**src/sv/round_robin_task_scheduler_unit_macros.svh**
```systemverilog
// Assertion helpers for the scheduler top level
`ifndef ROUND_ROBIN_TASK_SCHEDULER_UNIT_MACROS_SVH
`define ROUND_ROBIN_TASK_SCHEDULER_UNIT_MACROS_SVH

// Same-cycle implication, checked outside reset
`define RRTS_ASSERT_IMPL(lbl, ante, cons, msg) \
  lbl: assert property (@(posedge clk) disable iff (rst) (ante) |-> (cons)) \
    else $error(msg);

// Next-cycle implication, checked outside reset
`define RRTS_ASSERT_NEXT(lbl, ante, cons, msg) \
  lbl: assert property (@(posedge clk) disable iff (rst) (ante) |=> (cons)) \
    else $error(msg);

`endif

```
**src/sv/rrts_pkg.sv**
```systemverilog
package rrts_pkg;

  // Table geometry
  localparam int MAX_TASKS = 8;
  localparam int SLOT_W    = $clog2(MAX_TASKS);
  localparam int CNT_W     = $clog2(MAX_TASKS + 1);
  localparam int OP_W      = 3;
  localparam int RES_W     = 2;

  // Slot states
  localparam logic [1:0] ST_FREE    = 2'd0;
  localparam logic [1:0] ST_READY   = 2'd1;
  localparam logic [1:0] ST_RUNNING = 2'd2;
  localparam logic [1:0] ST_ZOMBIE  = 2'd3;

  // Request opcodes
  localparam logic [OP_W-1:0] OP_FORK  = 3'd0;
  localparam logic [OP_W-1:0] OP_TICK  = 3'd1;
  localparam logic [OP_W-1:0] OP_YIELD = 3'd2;
  localparam logic [OP_W-1:0] OP_EXIT  = 3'd3;
  localparam logic [OP_W-1:0] OP_JOIN  = 3'd4;
  localparam logic [OP_W-1:0] OP_PEN   = 3'd5;
  localparam logic [OP_W-1:0] OP_PDIS  = 3'd6;

  // Result status codes
  localparam logic [RES_W-1:0] RES_OK   = 2'd0;
  localparam logic [RES_W-1:0] RES_FULL = 2'd1;
  localparam logic [RES_W-1:0] RES_HELD = 2'd2;
  localparam logic [RES_W-1:0] RES_NONE = 2'd3;

  typedef struct packed {
    logic [1:0] st;
    logic       hold;
  } slot_ent_t;

  typedef struct packed {
    logic              we;
    logic [SLOT_W-1:0] waddr;
    slot_ent_t         wdata;
    logic [SLOT_W-1:0] raddr;
  } mem_req_t;

  typedef struct packed {
    logic [RES_W-1:0]  status;
    logic [SLOT_W-1:0] running_task;
    logic              switched;
    logic [SLOT_W-1:0] new_slot;
    logic              join_done;
  } res_t;

  // Contents of a slot that was never written since reset
  function automatic slot_ent_t reset_ent(input logic [SLOT_W-1:0] a);
    slot_ent_t e;
    e.st   = (a == '0) ? ST_RUNNING : ST_FREE;
    e.hold = 1'b0;
    return e;
  endfunction

  // Next slot in ring order
  function automatic logic [SLOT_W-1:0] slot_inc(input logic [SLOT_W-1:0] a);
    logic [SLOT_W-1:0] r;
    r = (a == SLOT_W'(MAX_TASKS - 1)) ? '0 : a + SLOT_W'(1);
    return r;
  endfunction

endpackage

```
**src/sv/round_robin_task_scheduler_unit.sv**
```systemverilog
// Channel   Handshake            Payload
// -------   ------------------   ------------------------------------------------
// in        in_valid / in_stall  op, target_slot
// out       out_valid/out_stall  status, running_task, switched, new_slot, join_done
//
// One request at a time: no new request is taken before the last result is
// registered. A preempt change, an undefined op, a held tick, an early no-ready
// tick or yield and a join that frees its target or ends early need no scan. A ring
// scan of the table reads one slot per cycle, for up to MAX_TASKS slots.
// Reset is synchronous; the table returns to its reset contents at once.
// A result waits in the output register; out_stall only holds the final step.
module round_robin_task_scheduler_unit (
  input  logic                          clk,
  input  logic                          rst,
  input  logic                          in_valid,
  output logic                          in_stall,
  input  logic [rrts_pkg::OP_W-1:0]     op,
  input  logic [rrts_pkg::SLOT_W-1:0]   target_slot,
  output logic                          out_valid,
  input  logic                          out_stall,
  output logic [rrts_pkg::RES_W-1:0]    status,
  output logic [rrts_pkg::SLOT_W-1:0]   running_task,
  output logic                          switched,
  output logic [rrts_pkg::SLOT_W-1:0]   new_slot,
  output logic                          join_done
);

`include "round_robin_task_scheduler_unit_macros.svh"

  rrts_pkg::mem_req_t  mem_req;
  rrts_pkg::slot_ent_t rd_data;
  rrts_pkg::res_t      res;
  logic                done;
  logic                res_free;

  assign res_free = !out_valid || !out_stall;

  rrts_slot_mem u_mem (
    .clk     (clk),
    .rst     (rst),
    .req     (mem_req),
    .rd_data (rd_data)
  );

  rrts_ctrl u_ctrl (
    .clk         (clk),
    .rst         (rst),
    .in_valid    (in_valid),
    .in_stall    (in_stall),
    .op          (op),
    .target_slot (target_slot),
    .res_free    (res_free),
    .done        (done),
    .res         (res),
    .mem_req     (mem_req),
    .rd_data     (rd_data)
  );

  // Output register
  always_ff @(posedge clk) begin
    if (rst) begin
      out_valid <= 1'b0;
    end else if (done) begin
      out_valid <= 1'b1;
    end else if (!out_stall) begin
      out_valid <= 1'b0;
    end
  end

  always_ff @(posedge clk) begin
    if (done) begin
      status       <= res.status;
      running_task <= res.running_task;
      switched     <= res.switched;
      new_slot     <= res.new_slot;
      join_done    <= res.join_done;
    end
  end

  // Checks
  `RRTS_ASSERT_NEXT(a_busy_after_accept, in_valid && !in_stall, in_stall, "accept did not block")
  `RRTS_ASSERT_IMPL(a_done_needs_room, done, res_free, "result overwrote a pending result")
  `RRTS_ASSERT_IMPL(a_switch_is_ok, out_valid && switched, status == rrts_pkg::RES_OK, "switch with bad status")
  `RRTS_ASSERT_IMPL(a_join_no_switch, out_valid && join_done, !switched && status == rrts_pkg::RES_OK, "join freed with switch")

endmodule

```
**src/sv/rrts_slot_mem.sv**
```systemverilog
// Task table: one write port, one registered read port (old data on collision).
// Per-slot valid bits stand in for the reset contents.
module rrts_slot_mem (
  input  logic                clk,
  input  logic                rst,
  input  rrts_pkg::mem_req_t  req,
  output rrts_pkg::slot_ent_t rd_data
);

  rrts_pkg::slot_ent_t                  mem [rrts_pkg::MAX_TASKS];
  logic [rrts_pkg::MAX_TASKS-1:0]       written;
  rrts_pkg::slot_ent_t                  rd_q;
  logic                                 rd_written;
  logic [rrts_pkg::SLOT_W-1:0]          raddr_q;

  // Storage array
  always_ff @(posedge clk) begin
    if (req.we) begin
      mem[req.waddr] <= req.wdata;
    end
    rd_q    <= mem[req.raddr];
    raddr_q <= req.raddr;
  end

  // Written flags
  always_ff @(posedge clk) begin
    if (rst) begin
      written    <= '0;
      rd_written <= 1'b0;
    end else begin
      rd_written <= written[req.raddr];
      if (req.we) begin
        written[req.waddr] <= 1'b1;
      end
    end
  end

  assign rd_data = rd_written ? rd_q : rrts_pkg::reset_ent(raddr_q);

endmodule

```
**src/sv/rrts_ctrl.sv**
```systemverilog
// Event sequencer: reads the current slot, scans the table one slot per cycle
// when a fork or a reschedule needs it, and writes back the changed entries.
module rrts_ctrl (
  input  logic                          clk,
  input  logic                          rst,
  input  logic                          in_valid,
  output logic                          in_stall,
  input  logic [rrts_pkg::OP_W-1:0]     op,
  input  logic [rrts_pkg::SLOT_W-1:0]   target_slot,
  input  logic                          res_free,
  output logic                          done,
  output rrts_pkg::res_t                res,
  output rrts_pkg::mem_req_t            mem_req,
  input  rrts_pkg::slot_ent_t           rd_data
);

  localparam logic [2:0] S_IDLE  = 3'd0;
  localparam logic [2:0] S_RDCUR = 3'd1;
  localparam logic [2:0] S_JTGT  = 3'd2;
  localparam logic [2:0] S_SCAN  = 3'd3;
  localparam logic [2:0] S_WR1   = 3'd4;
  localparam logic [2:0] S_WR2   = 3'd5;
  localparam logic [2:0] S_FIN   = 3'd6;

  localparam int SW = rrts_pkg::SLOT_W;

  logic [2:0]                    state, state_next;
  logic [rrts_pkg::OP_W-1:0]     op_q, op_q_next;
  logic [SW-1:0]                 tgt_q, tgt_q_next;
  logic [SW-1:0]                 cur, cur_next;
  logic [SW-1:0]                 cur_before, cur_before_next;
  logic [rrts_pkg::CNT_W-1:0]    live, live_next;
  rrts_pkg::slot_ent_t           cur_ent, cur_ent_next;
  logic                          want_free, want_free_next;
  logic [SW-1:0]                 iss_addr, iss_addr_next;
  logic [rrts_pkg::CNT_W-1:0]    iss_cnt, iss_cnt_next;
  logic                          pend, pend_next;
  logic [SW-1:0]                 pend_addr, pend_addr_next;
  logic [SW-1:0]                 hit_addr, hit_addr_next;
  logic                          do_wr2, do_wr2_next;
  rrts_pkg::slot_ent_t           wr1_data, wr1_data_next;
  rrts_pkg::slot_ent_t           wr2_data, wr2_data_next;
  logic [rrts_pkg::RES_W-1:0]    res_status, res_status_next;
  logic [SW-1:0]                 res_new, res_new_next;
  logic                          res_join, res_join_next;

  logic                          sched_req;
  logic                          sched_forced;
  logic [1:0]                    sched_st;
  logic                          hit;
  logic                          tgt_in_range;

  assign in_stall     = (state != S_IDLE);
  assign tgt_in_range = ({1'b0, tgt_q} < (SW + 1)'(rrts_pkg::MAX_TASKS));
  assign hit = pend && (want_free ? (rd_data.st == rrts_pkg::ST_FREE)
                                  : (rd_data.st == rrts_pkg::ST_READY));

  // Result fields
  always_comb begin
    res.status       = res_status;
    res.running_task = cur;
    res.switched     = (cur != cur_before);
    res.new_slot     = res_new;
    res.join_done    = res_join;
  end

  // Sequencer
  always_comb begin
    state_next      = state;
    op_q_next       = op_q;
    tgt_q_next      = tgt_q;
    cur_next        = cur;
    cur_before_next = cur_before;
    live_next       = live;
    cur_ent_next    = cur_ent;
    want_free_next  = want_free;
    iss_addr_next   = iss_addr;
    iss_cnt_next    = iss_cnt;
    pend_next       = 1'b0;
    pend_addr_next  = pend_addr;
    hit_addr_next   = hit_addr;
    do_wr2_next     = do_wr2;
    wr1_data_next   = wr1_data;
    wr2_data_next   = wr2_data;
    res_status_next = res_status;
    res_new_next    = res_new;
    res_join_next   = res_join;
    sched_req       = 1'b0;
    sched_forced    = 1'b0;
    sched_st        = cur_ent.st;
    done            = 1'b0;
    mem_req.we      = 1'b0;
    mem_req.waddr   = cur;
    mem_req.wdata   = rd_data;
    mem_req.raddr   = cur;

    unique case (state)
      S_IDLE: begin
        // current slot is read every idle cycle
        if (in_valid) begin
          op_q_next       = op;
          tgt_q_next      = target_slot;
          cur_before_next = cur;
          res_status_next = rrts_pkg::RES_OK;
          res_new_next    = '0;
          res_join_next   = 1'b0;
          state_next      = S_RDCUR;
        end
      end

      S_RDCUR: begin
        cur_ent_next = rd_data;
        sched_st     = rd_data.st;
        case (op_q) inside
          rrts_pkg::OP_FORK: begin
            want_free_next = 1'b1;
            iss_addr_next  = '0;
            iss_cnt_next   = '0;
            state_next     = S_SCAN;
          end
          rrts_pkg::OP_TICK: begin
            if (rd_data.hold) begin
              res_status_next = rrts_pkg::RES_HELD;
              state_next      = S_FIN;
            end else begin
              sched_req = 1'b1;
            end
          end
          rrts_pkg::OP_YIELD: sched_req = 1'b1;
          rrts_pkg::OP_EXIT: begin
            if ((rd_data.st == rrts_pkg::ST_READY || rd_data.st == rrts_pkg::ST_RUNNING)
                && live != '0) begin
              live_next = live - rrts_pkg::CNT_W'(1);
            end
            cur_ent_next.st   = rrts_pkg::ST_ZOMBIE;
            mem_req.we        = 1'b1;
            mem_req.wdata.st  = rrts_pkg::ST_ZOMBIE;
            sched_req         = 1'b1;
            sched_forced      = 1'b1;
          end
          rrts_pkg::OP_JOIN: begin
            if (tgt_in_range) begin
              mem_req.raddr = tgt_q;
              state_next    = S_JTGT;
            end else begin
              sched_req = 1'b1;
            end
          end
          rrts_pkg::OP_PEN, rrts_pkg::OP_PDIS: begin
            mem_req.we         = 1'b1;
            mem_req.wdata.hold = (op_q == rrts_pkg::OP_PDIS);
            state_next         = S_FIN;
          end
          default: state_next = S_FIN;
        endcase
      end

      S_JTGT: begin
        if (rd_data.st == rrts_pkg::ST_ZOMBIE) begin
          mem_req.we    = 1'b1;
          mem_req.waddr = tgt_q;
          mem_req.wdata = '{st: rrts_pkg::ST_FREE, hold: 1'b0};
          res_join_next = 1'b1;
          state_next    = S_FIN;
        end else begin
          sched_req = 1'b1;
        end
      end

      S_SCAN: begin
        if (hit) begin
          // found a slot: queue the write-backs
          hit_addr_next   = pend_addr;
          do_wr2_next     = 1'b1;
          res_status_next = rrts_pkg::RES_OK;
          state_next      = S_WR1;
          if (want_free) begin
            wr1_data_next = '{st: cur_ent.st, hold: 1'b0};
            wr2_data_next = '{st: rrts_pkg::ST_READY, hold: (pend_addr != cur)};
            live_next     = live + rrts_pkg::CNT_W'(1);
            res_new_next  = pend_addr;
          end else begin
            wr1_data_next = '{st: (cur_ent.st == rrts_pkg::ST_ZOMBIE) ?
                                  rrts_pkg::ST_ZOMBIE : rrts_pkg::ST_READY,
                              hold: cur_ent.hold};
            wr2_data_next = '{st: rrts_pkg::ST_RUNNING, hold: 1'b0};
          end
        end else if (iss_cnt == rrts_pkg::CNT_W'(rrts_pkg::MAX_TASKS)) begin
          // every slot checked without a match
          if (want_free) begin
            res_status_next = rrts_pkg::RES_FULL;
            state_next      = S_FIN;
          end else begin
            wr1_data_next   = '{st: cur_ent.st, hold: 1'b0};
            do_wr2_next     = 1'b0;
            res_status_next = rrts_pkg::RES_NONE;
            state_next      = S_WR1;
          end
        end else begin
          // issue the next slot read
          mem_req.raddr  = iss_addr;
          pend_next      = 1'b1;
          pend_addr_next = iss_addr;
          iss_addr_next  = rrts_pkg::slot_inc(iss_addr);
          iss_cnt_next   = iss_cnt + rrts_pkg::CNT_W'(1);
        end
      end

      S_WR1: begin
        mem_req.we    = 1'b1;
        mem_req.wdata = wr1_data;
        state_next    = do_wr2 ? S_WR2 : S_FIN;
      end

      S_WR2: begin
        mem_req.we    = 1'b1;
        mem_req.waddr = hit_addr;
        mem_req.wdata = wr2_data;
        if (!want_free) begin
          cur_next = hit_addr;
        end
        state_next = S_FIN;
      end

      S_FIN: begin
        if (res_free) begin
          done       = 1'b1;
          state_next = S_IDLE;
        end
      end

      default: state_next = S_IDLE;
    endcase

    // Scheduling entry: either bail out early or start the ring scan
    if (sched_req) begin
      if (!sched_forced && live <= rrts_pkg::CNT_W'(1) && sched_st != rrts_pkg::ST_ZOMBIE) begin
        res_status_next = rrts_pkg::RES_NONE;
        state_next      = S_FIN;
      end else begin
        want_free_next = 1'b0;
        iss_addr_next  = rrts_pkg::slot_inc(cur);
        iss_cnt_next   = '0;
        state_next     = S_SCAN;
      end
    end
  end

  // Control registers
  always_ff @(posedge clk) begin
    if (rst) begin
      state <= S_IDLE;
      cur   <= '0;
      live  <= rrts_pkg::CNT_W'(1);
      pend  <= 1'b0;
    end else begin
      state <= state_next;
      cur   <= cur_next;
      live  <= live_next;
      pend  <= pend_next;
    end
  end

  // Working registers
  always_ff @(posedge clk) begin
    op_q       <= op_q_next;
    tgt_q      <= tgt_q_next;
    cur_before <= cur_before_next;
    cur_ent    <= cur_ent_next;
    want_free  <= want_free_next;
    iss_addr   <= iss_addr_next;
    iss_cnt    <= iss_cnt_next;
    pend_addr  <= pend_addr_next;
    hit_addr   <= hit_addr_next;
    do_wr2     <= do_wr2_next;
    wr1_data   <= wr1_data_next;
    wr2_data   <= wr2_data_next;
    res_status <= res_status_next;
    res_new    <= res_new_next;
    res_join   <= res_join_next;
  end

endmodule

```
**config.mk**
```make
export PLATFORM = sky130hd
export DESIGN_NAME = round_robin_task_scheduler_unit
export DESIGN_NICKNAME = d
export VERILOG_FILES = /design/src/sv/rrts_pkg.sv /design/src/sv/round_robin_task_scheduler_unit.sv /design/src/sv/rrts_slot_mem.sv /design/src/sv/rrts_ctrl.sv
export VERILOG_INCLUDE_DIRS = /design/src /design/src/sv
export SDC_FILE = /design/constraint.sdc
export NUM_CORES = 1
export LEC_CHECK = 0
export BUFFER_PORTS_ARGS = -buffer_cell sky130_fd_sc_hd__buf_2
export CAP_MARGIN = 5
export CORE_MARGIN = 2
export CORE_UTILIZATION = 60
export CTS_BUF_LIST = sky130_fd_sc_hd__clkbuf_4
export CTS_CLUSTER_SIZE = 16
export DETAILED_ROUTE_END_ITERATION = 8
export GPL_ROUTABILITY_DRIVEN = 1
export PLACE_DENSITY = 0.76
export SYNTH_ARGS = -nofsm -noshare
export SYNTH_HDL_FRONTEND = slang
export SYNTH_HIERARCHICAL = 1
export SYNTH_SLANG_ARGS = --single-unit
```
**constraint.sdc**
```tcl
create_clock -name clk -period 8.31 [get_ports clk]
set_input_delay 0.831 -clock clk [delete_from_list [all_inputs] [get_ports clk]]
set_output_delay 0.831 -clock clk [all_outputs]
set_load 0.02 [all_outputs]
```
==> metrics.log, run 1 <==
[metrics] number of top-level pins: 22
[metrics] number of H-tree levels: 3
[metrics] Setup Viol. Count Final: 0
[metrics] Layout Nets: 422
[metrics] synthesis-to-layout area growth: 6.21%
[metrics] DR iter-0 viols: 325
[metrics] most frequent CP cell: sky130_fd_sc_hd__mux2_2
[metrics] outcome: complete, no violations
[metrics] post-layout power: 1.47 mW
[metrics] proportion of synthesized flip-flops having asynchronous set or reset: 0%
[metrics] per-cell via count in the routed design: 6.11
[metrics] Worst path slowest cell: sky130_fd_sc_hd__o41ai_1
[metrics] number of enable flip-flop cells after synthesis: 63
[metrics] number of remaining DRC errors: 0
[metrics] post-synthesis average cell area: 12.1 um2
[metrics] Most used DFF post-synth: sky130_fd_sc_hd__edfxtp_1
[metrics] fin crit share: 50.2%
[metrics] depth of the worst hold-timing path: 0
[metrics] count of buffers added by post-CTS timing repair for setup: 0
[metrics] Post-DP HPWL: 6840 um
[metrics] data required time of the critical path: 8670 ps
[metrics] overall die height: 91.9 um
[metrics] actual transition at the worst max-transition pin: 1220 ps
[metrics] area of the core: 7610 um2
[metrics] unrepaired setup endpoints after global routing: false
[metrics] number of vias in the routed layout: 3093
[metrics] multi-input gate area in the final layout: 1840 um2
[metrics] max-slew violations: 0
[metrics] number of clock sinks: 100
[metrics] peak ir drop on the vdd network: 0.196 mV
[metrics] critical setup path kind: register to register
[metrics] number of cell instances on the worst register-to-register path: 10
[metrics] Non-Filler Cell Area, Final: 4920 um2
[metrics] area of the die: 8450 um2
[metrics] most frequent cells in the layout: sky130_fd_sc_hd__edfxtp_1 (63), sky130_fd_sc_hd__dfxtp_1 (37), sky130_fd_sc_hd__nor2_1 (34)
[metrics] switching share of power: 36.1%
[metrics] clk slew on worst S/H paths: 150 ps
[metrics] mapped cell area: 4640 um2
[metrics] power per unit of standard cell area: 298 nW/um2
[metrics] sequential element share of the synthesized area: 56.8%
[metrics] gate count of the mapped netlist: 383
[metrics] post-route non-filler standard cell count: 506
[metrics] combinational group share of total power: 31.2%
[metrics] post-synthesis sequential element count: 100
[metrics] leak pwr: 1.81 nW
[metrics] horizontal die dimension: 91.9 um
[metrics] share of cells above drive strength 1: 15.1%
[metrics] clock tree from TritonCTS: done
[metrics] highest clock rate: 0.240 GHz
[metrics] YS warnings: 6
[metrics] number of hold violations in the final report: 0
[metrics] Clk Latency, worst-skew pair: 460 ps
[metrics] row count: 32
[metrics] class of the tightest hold or removal check: register to register
[metrics] worst slew slack as a fraction of its limit: 17.7%
[metrics] Seq. cell area: 2630 um2
[metrics] CTS max path bufs: 2
[metrics] diodes inserted: 0
[metrics] number of fill cells: 613
[metrics] total gr overflow: 0
[metrics] list of cells traversed by the critical path: o41ai_1 > inv_1 > ha_1 > mux2_2 > a211o_1 > inv_2 > a22oi_1 > nand2_1 > mux4_1 > mux2_2
[metrics] kind of capture point of the worst setup path: register
[metrics] Internal Pwr Total: 0.937 mW
[metrics] CTS Hold Buffers Added: 0
[metrics] Setup Skew: 18.5 ps
[metrics] Total Routed Length: 9390 um
[metrics] # port buffers: 21
[metrics] count of buffer and inverter cells on the critical path: 2
[metrics] number of buffers inserted during clock tree synthesis: 9
[metrics] total routing usage reported by global routing: 23.3%
[metrics] post-cts resize count: 0
[metrics] first-pass GRT wire length: 14900 um
[metrics] final critical path time including I/O delays and setup: 4170 ps
[metrics] Switch Pwr: 0.529 mW
[metrics] Starting Density: 60.9%
[metrics] largest stage delay on the critical path: 960 ps
[metrics] Final TNS setup: 0 ps
[metrics] largest net degree at the start of global routing: 22
[metrics] fin util: 64.7%
[metrics] Cell Area, Placed: 4770 um2
[metrics] Detailed Routing Iterations Pass 1: 5
[metrics] average wire per standard cell: 18.6 um
[metrics] count of nets left with antenna violations after detail routing: 0
[metrics] GP Congestion: 0.905
[metrics] sort of element at the start of the critical path: register
[metrics] vias in the first global route: 2900
[metrics] cell total after placement: 490
[metrics] depth of the critical timing path with buffers and inverters included: 10
[metrics] number of antenna violations at the first check in global routing: 0
[metrics] clock share of power: 17.9%
[metrics] number of max-cap violations: 0
[metrics] synthesized netlist net count: 406
[metrics] clock root cell: sky130_fd_sc_hd__clkbuf_4
[metrics] largest fanout on the critical path: 14
[metrics] leading cell type in the layout, fill and taps excluded: sky130_fd_sc_hd__edfxtp_1
[metrics] kind of cell adding the most delay to the critical path: compound AO/OA/AOI/OAI gates
[metrics] number of distinct library cell variants in the gate-level netlist after synthesis: 63
[metrics] worst path arrival time: 4540 ps
[metrics] part of the power in registers: 50.9%
-- routing by layer --
layer / track usage, % / wire length, um / vias to the layer above
met5: 0 / 0 / -
met2: 38.4 / 4520 / 130
li1: - / - / 1446
met1: 31.3 / 4090 / 1499
met3: 5.67 / 617 / 18
met4: 6.09 / 166 / 0
-- cell usage after synthesis, types with 4 or more instances --
master / number / area [um2]
sky130_fd_sc_hd__dfxtp_1: 37 / 741
sky130_fd_sc_hd__mux2_2: 6 / 67.6
sky130_fd_sc_hd__clkbuf_1: 7 / 26.3
sky130_fd_sc_hd__and2_1: 7 / 43.8
sky130_fd_sc_hd__buf_6: 4 / 45.0
sky130_fd_sc_hd__nor2_1: 34 / 128
sky130_fd_sc_hd__xnor2_1: 10 / 87.6
sky130_fd_sc_hd__nand3_1: 9 / 45.0
sky130_fd_sc_hd__mux2i_1: 11 / 110
sky130_fd_sc_hd__nor2b_1: 4 / 25.0
sky130_fd_sc_hd__nor3_1: 5 / 25.0
sky130_fd_sc_hd__ha_1: 13 / 163
sky130_fd_sc_hd__and3_1: 7 / 43.8
sky130_fd_sc_hd__mux4_1: 6 / 158
sky130_fd_sc_hd__inv_1: 15 / 56.3
sky130_fd_sc_hd__a22oi_1: 4 / 30.0
sky130_fd_sc_hd__nand2_1: 32 / 120
sky130_fd_sc_hd__o21ai_0: 9 / 45.0
sky130_fd_sc_hd__or3_1: 4 / 25.0
sky130_fd_sc_hd__a21oi_1: 24 / 120
sky130_fd_sc_hd__edfxtp_1: 63 / 1890
sky130_fd_sc_hd__a31oi_1: 4 / 25.0
-- kinds of logic after synthesis --
| family | count (synthesis) | share of synthesized area (%) |
|---|---|---|
| adders and majority gates | 13 | 3.51 |
| xor gates and xnor gates | 11 | 2.08 |
| muxes | 25 | 7.96 |
| AOI/OAI and AO/OA | 72 | 10.6 |
| DFF | 100 | 56.8 |
| buffers and inverters | 33 | 3.59 |
| and+or+nand+nor | 129 | 15.5 |
-- worst paths after layout --
| kind | from | to | slack, ps |
|---|---|---|---|
| worst max-delay path | u_mem/rd_written | u_mem/rd_q[2] | 4140 |
| worst min-delay path | u_ctrl/res_join | join_done | 440 |
| worst max register to register | u_mem/rd_written | u_mem/rd_q[2] | 4140 |
| worst min register to register | u_ctrl/res_join | join_done | 440 |
-- final cells by class --
class                   instances  area share [%]
clock buffers                   9            1.37
clock inverters                 7            1.65
inverters                      16            1.22
multi-input cells             250            37.4
flip-flops and latches        100            53.5
well taps                     102            2.59
repair buffers                 22            2.29
-- metrics by stage --
step,setup slack [ps],hold WS [ps]
after floorplan,4730,400
after global placement,4400,405
after detailed placement,4210,407
after CTS,4210,440
after global routing,3960,453
final,4140,439
-- state kept, by name, indices dropped and copies added, names as in the netlist, 3 cells and up --
signal and count:
new_slot 3, running_task 3, u_ctrl/cur 3, u_ctrl/cur_before 3, u_ctrl/cur_ent 3, u_ctrl/hit_addr 3
u_ctrl/iss_addr 3, u_ctrl/iss_cnt 4, u_ctrl/live 4, u_ctrl/op_q 3, u_ctrl/pend_addr 3, u_ctrl/res_new 3
u_ctrl/state 3, u_ctrl/tgt_q 3, u_ctrl/wr1_data 3, u_ctrl/wr2_data 3, u_mem/mem 24, u_mem/raddr_q 3
u_mem/rd_q 3, u_mem/written 8
-- power groups by stage --
stage,Clock [mW],Sequential [mW],Combinational (mW)
CTS,0.269,0.743,0.453
floorplan,0,0.709,0.386
global route,0.285,0.755,0.506
finish,0.262,0.746,0.458
global placement,0,0.754,0.436
detailed placement,0,0.754,0.451
Power figures use the tool's default switching activity.
==> run 2, diff against run 1 <==
--- a/config.mk
+++ b/config.mk
@@ -9,7 +9,7 @@
 export BUFFER_PORTS_ARGS = -buffer_cell sky130_fd_sc_hd__buf_2
 export CAP_MARGIN = 5
 export CORE_MARGIN = 2
-export CORE_UTILIZATION = 60
+export CORE_UTILIZATION = 57
 export CTS_BUF_LIST = sky130_fd_sc_hd__clkbuf_4
 export CTS_CLUSTER_SIZE = 16
 export DETAILED_ROUTE_END_ITERATION = 8
==> constraint.sdc (replaced) <==
create_clock -name clk -period 3.5 [get_ports clk]
set_input_delay 0.35 -clock clk [delete_from_list [all_inputs] [get_ports clk]]
set_output_delay 0.35 -clock clk [all_outputs]
set_load 0.02 [all_outputs]
==> metrics.log, run 2 (synthesis gave the netlist of run 1 again) <==
[metrics] outcome: complete, no violations (unchanged)
[metrics] area of the die: 8870 um2 (was 8450 um2)
[metrics] GP Congestion: 0.936 (was 0.905)
[metrics] CTS max path bufs: 2 (unchanged)
[metrics] number of H-tree levels: 3 (unchanged)
[metrics] DR iter-0 viols: 416 (was 325)
[metrics] Layout Nets: 432 (was 422)
[metrics] number of max-cap violations: 0 (unchanged)
[metrics] clock tree from TritonCTS: done (unchanged)
[metrics] largest registers: u_mem/mem: 24 flops, u_mem/written: 8 flops (unchanged)
[metrics] average wire per standard cell: 18.9 um (was 18.6 um)
[metrics] actual transition at the worst max-transition pin: 761 ps (was 1220 ps)
[metrics] vias in the first global route: 3068 (was 2900)
[metrics] total routing usage reported by global routing: 24.0% (was 23.3%)
[metrics] count of buffer and inverter cells on the critical path: 2 (unchanged)
[metrics] count of nets left with antenna violations after detail routing: 0 (unchanged)
[metrics] synthesis-to-layout area growth: 8.47% (was 6.21%)
[metrics] row count: 32 (unchanged)
[metrics] leading cell type in the layout, fill and taps excluded: sky130_fd_sc_hd__edfxtp_1 (unchanged)
[metrics] diodes inserted: 0 (unchanged)
[metrics] fin crit share: 91.6% (was 50.2%)
[metrics] Clk Latency, worst-skew pair: 450 ps (was 460 ps)
[metrics] number of remaining DRC errors: 0 (unchanged)
[metrics] Starting Density: 59.4% (was 60.9%)
[metrics] Worst path slowest cell: sky130_fd_sc_hd__mux4_1 (was sky130_fd_sc_hd__o41ai_1)
[metrics] class of the tightest hold or removal check: primary input to register (was register to register)
[metrics] list of cells traversed by the critical path: o41ai_2 > inv_1 > ha_1 > mux2_2 > a211o_1 > inv_2 > a22oi_1 > nand2_2 > mux4_1 > mux2_2 (was o41ai_1 > inv_1 > ha_1 > mux2_2 > a211o_1 > inv_2 > a22oi_1 > nand2_1 > mux4_1 > mux2_2)
[metrics] Hold Crit Endpoint: u_ctrl/op_q[0] (was join_done)
[metrics] number of top-level pins: 22 (unchanged)
[metrics] top register by number of flip-flops: u_mem/mem (unchanged)
[metrics] number of cell instances on the worst register-to-register path: 10 (unchanged)
[metrics] worst path arrival time: 3550 ps (was 4540 ps)
[metrics] peak ir drop on the vdd network: 0.430 mV (was 0.196 mV)
[metrics] power per unit of standard cell area: 723 nW/um2 (was 298 nW/um2)
[metrics] most frequent CP cell: sky130_fd_sc_hd__mux2_2 (unchanged)
[metrics] horizontal die dimension: 94.2 um (was 91.9 um)
[metrics] worst slew slack as a fraction of its limit: 48.7% (was 17.7%)
[metrics] Total Routed Length: 9770 um (was 9390 um)
[metrics] final critical path time including I/O delays and setup: 3210 ps (was 4170 ps)
[metrics] unrepaired setup endpoints after global routing: false (unchanged)
[metrics] leak pwr: 1.87 nW (was 1.81 nW)
[metrics] number of vias in the routed layout: 3160 (was 3093)
[metrics] Setup Skew: 25.1 ps (was 18.5 ps)
[metrics] number of buffers inserted during clock tree synthesis: 9 (unchanged)
[metrics] share of cells above drive strength 1: 17.6% (was 15.1%)
[metrics] kind of cell adding the most delay to the critical path: multiplexers (was compound AO/OA/AOI/OAI gates)
[metrics] kind of capture point of the worst setup path: register (unchanged)
[metrics] largest fanout on the critical path: 9 (was 14)
[metrics] overall die height: 94.2 um (was 91.9 um)
[metrics] # port buffers: 21 (unchanged)
[metrics] largest net degree at the start of global routing: 22 (unchanged)
[metrics] Final TNS setup: 0 ps (unchanged)
[metrics] number of hold violations in the final report: 0 (unchanged)
[metrics] number of clock sinks: 100 (unchanged)
[metrics] Detailed Routing Iterations Pass 1: 5 (unchanged)
[metrics] Post-DP HPWL: 7000 um (was 6840 um)
[metrics] max-slew violations: 0 (unchanged)
[metrics] sort of element at the start of the critical path: register (unchanged)
[metrics] area of the core: 7810 um2 (was 7610 um2)
[metrics] total gr overflow: 0 (unchanged)
[metrics] Reg2Reg Setup Slack: 290 ps (was 4140 ps)
[metrics] number of antenna violations at the first check in global routing: 0 (unchanged)
[metrics] post-layout power: 3.63 mW (was 1.47 mW)
[metrics] highest clock rate: 0.312 GHz (was 0.240 GHz)
[metrics] origin of the critical flop-to-flop path: u_mem/rd_written (unchanged)
[metrics] critical setup path kind: register to register (unchanged)
[metrics] critical register-to-register path endpoint: u_mem/rd_q[1] (was u_mem/rd_q[2])
[metrics] largest stage delay on the critical path: 590 ps (was 960 ps)
[metrics] flip-flop count of the largest register, all copies and words added: 24 (unchanged)
[metrics] HP Start: op[0] (was u_ctrl/res_join)
[metrics] clock root cell: sky130_fd_sc_hd__clkbuf_4 (unchanged)
[metrics] first-pass GRT wire length: 15800 um (was 14900 um)
[metrics] data required time of the critical path: 3850 ps (was 8670 ps)
[metrics] clk slew on worst S/H paths: 160 ps (was 150 ps)
[metrics] per-cell via count in the routed design: 6.12 (was 6.11)
[metrics] Setup Viol. Count Final: 0 (unchanged)
[metrics] most frequent cells in the layout: sky130_fd_sc_hd__edfxtp_1 (63), sky130_fd_sc_hd__dfxtp_1 (37), sky130_fd_sc_hd__nor2_1 (34) (unchanged)
[metrics] count of buffers added by post-CTS timing repair for setup: 0 (unchanged)
[metrics] depth of the worst hold-timing path: 1 (was 0)
-- run 2: cell count changes in the layout (fill, tap and decap cells not counted) --
cell	delta
sky130_fd_sc_hd__buf_4	+10
sky130_fd_sc_hd__bufinv_16	+1
sky130_fd_sc_hd__clkbuf_4	+1
sky130_fd_sc_hd__clkinv_2	-1
sky130_fd_sc_hd__clkinv_4	-1
sky130_fd_sc_hd__clkinvlp_4	+1
sky130_fd_sc_hd__inv_8	-1
sky130_fd_sc_hd__nand2_1	-1
sky130_fd_sc_hd__nand2_2	+1
sky130_fd_sc_hd__o41ai_1	-1
sky130_fd_sc_hd__o41ai_2	+1
-- run 2: layout make-up --
cell class / instances / area (um2)
inverters: 16 / 60.1
clock inverters: 6 / 93.8
flip-flops and latches: 100 / 2630
clock buffers: 10 / 75.1
fillers: 606 / 2780
repair buffers: 32 / 188
well taps: 102 / 128
multi-input cells: 250 / 1850
-- run 2: repair_timing --
action	4_1_cts	5_1_grt
setup endpoints to repair	0	3
hold buffers	0	0
hold endpoints to repair	0	0
resized for setup	0	1
-- run 2: worst reg2reg max path, stage by stage, from the launching register on --
cell,delay (ps)
sky130_fd_sc_hd__dfxtp_1,360
sky130_fd_sc_hd__o41ai_2,380
sky130_fd_sc_hd__inv_1,130
sky130_fd_sc_hd__ha_1,210
sky130_fd_sc_hd__mux2_2,280
sky130_fd_sc_hd__a211o_1,390
sky130_fd_sc_hd__inv_2,120
sky130_fd_sc_hd__a22oi_1,100
sky130_fd_sc_hd__nand2_2,240
sky130_fd_sc_hd__mux4_1,590
sky130_fd_sc_hd__mux2_2,280
-- run 2: metal layers --
layer / global-route usage, % / routed length (um) / vias up
li1: - / - / 1471
met1: 34.0 / 4250 / 1551
met2: 37.9 / 4740 / 124
met3: 5.30 / 636 / 14
met4: 6.16 / 149 / 0
met5: 0 / 0 / -
-- run 2: how the worst max path moves through the flow --
stage / slack, ps / to / from / depth (start not counted)
2_1_floorplan: 170 / u_mem/rd_q[0] / u_mem/rd_written / 12
3_3_place_gp: 300 / u_mem/rd_q[1] / u_mem/rd_written / 10
3_5_place_dp: 200 / u_mem/rd_q[1] / u_mem/rd_written / 10
4_1_cts: 180 / u_mem/rd_q[1] / u_mem/rd_written / 10
5_1_grt: 100 / u_mem/rd_written / u_mem/rd_written / 11
6_report: 290 / u_mem/rd_q[1] / u_mem/rd_written / 10
-- run 2: per-stage QoR --
stage | setup WS (ps) | hold slack, ps | area (um2) | instances | utilization [%]
final | 294 | 66.4 | 5030 | 516 | 64.4
after global routing | 103 | 20.1 | 5030 | 516 | 64.4
after CTS | 183 | 46.4 | 5030 | 516 | 64.4
after detailed placement | 203 | 406 | 4860 | 500 | 62.2
after global placement | 297 | 407 | 4860 | 500 | 62.2
after floorplan | 173 | 400 | 4640 | 383 | -
-- run 2: power by group --
group          internal, mW  leakage [nW]  total (mW)  switching [mW]
sequential             1.56         0.887        1.73           0.169
clock                 0.304        0.0876       0.688           0.384
combinational         0.482         0.895        1.22           0.733
total                  2.35          1.87        3.63            1.29
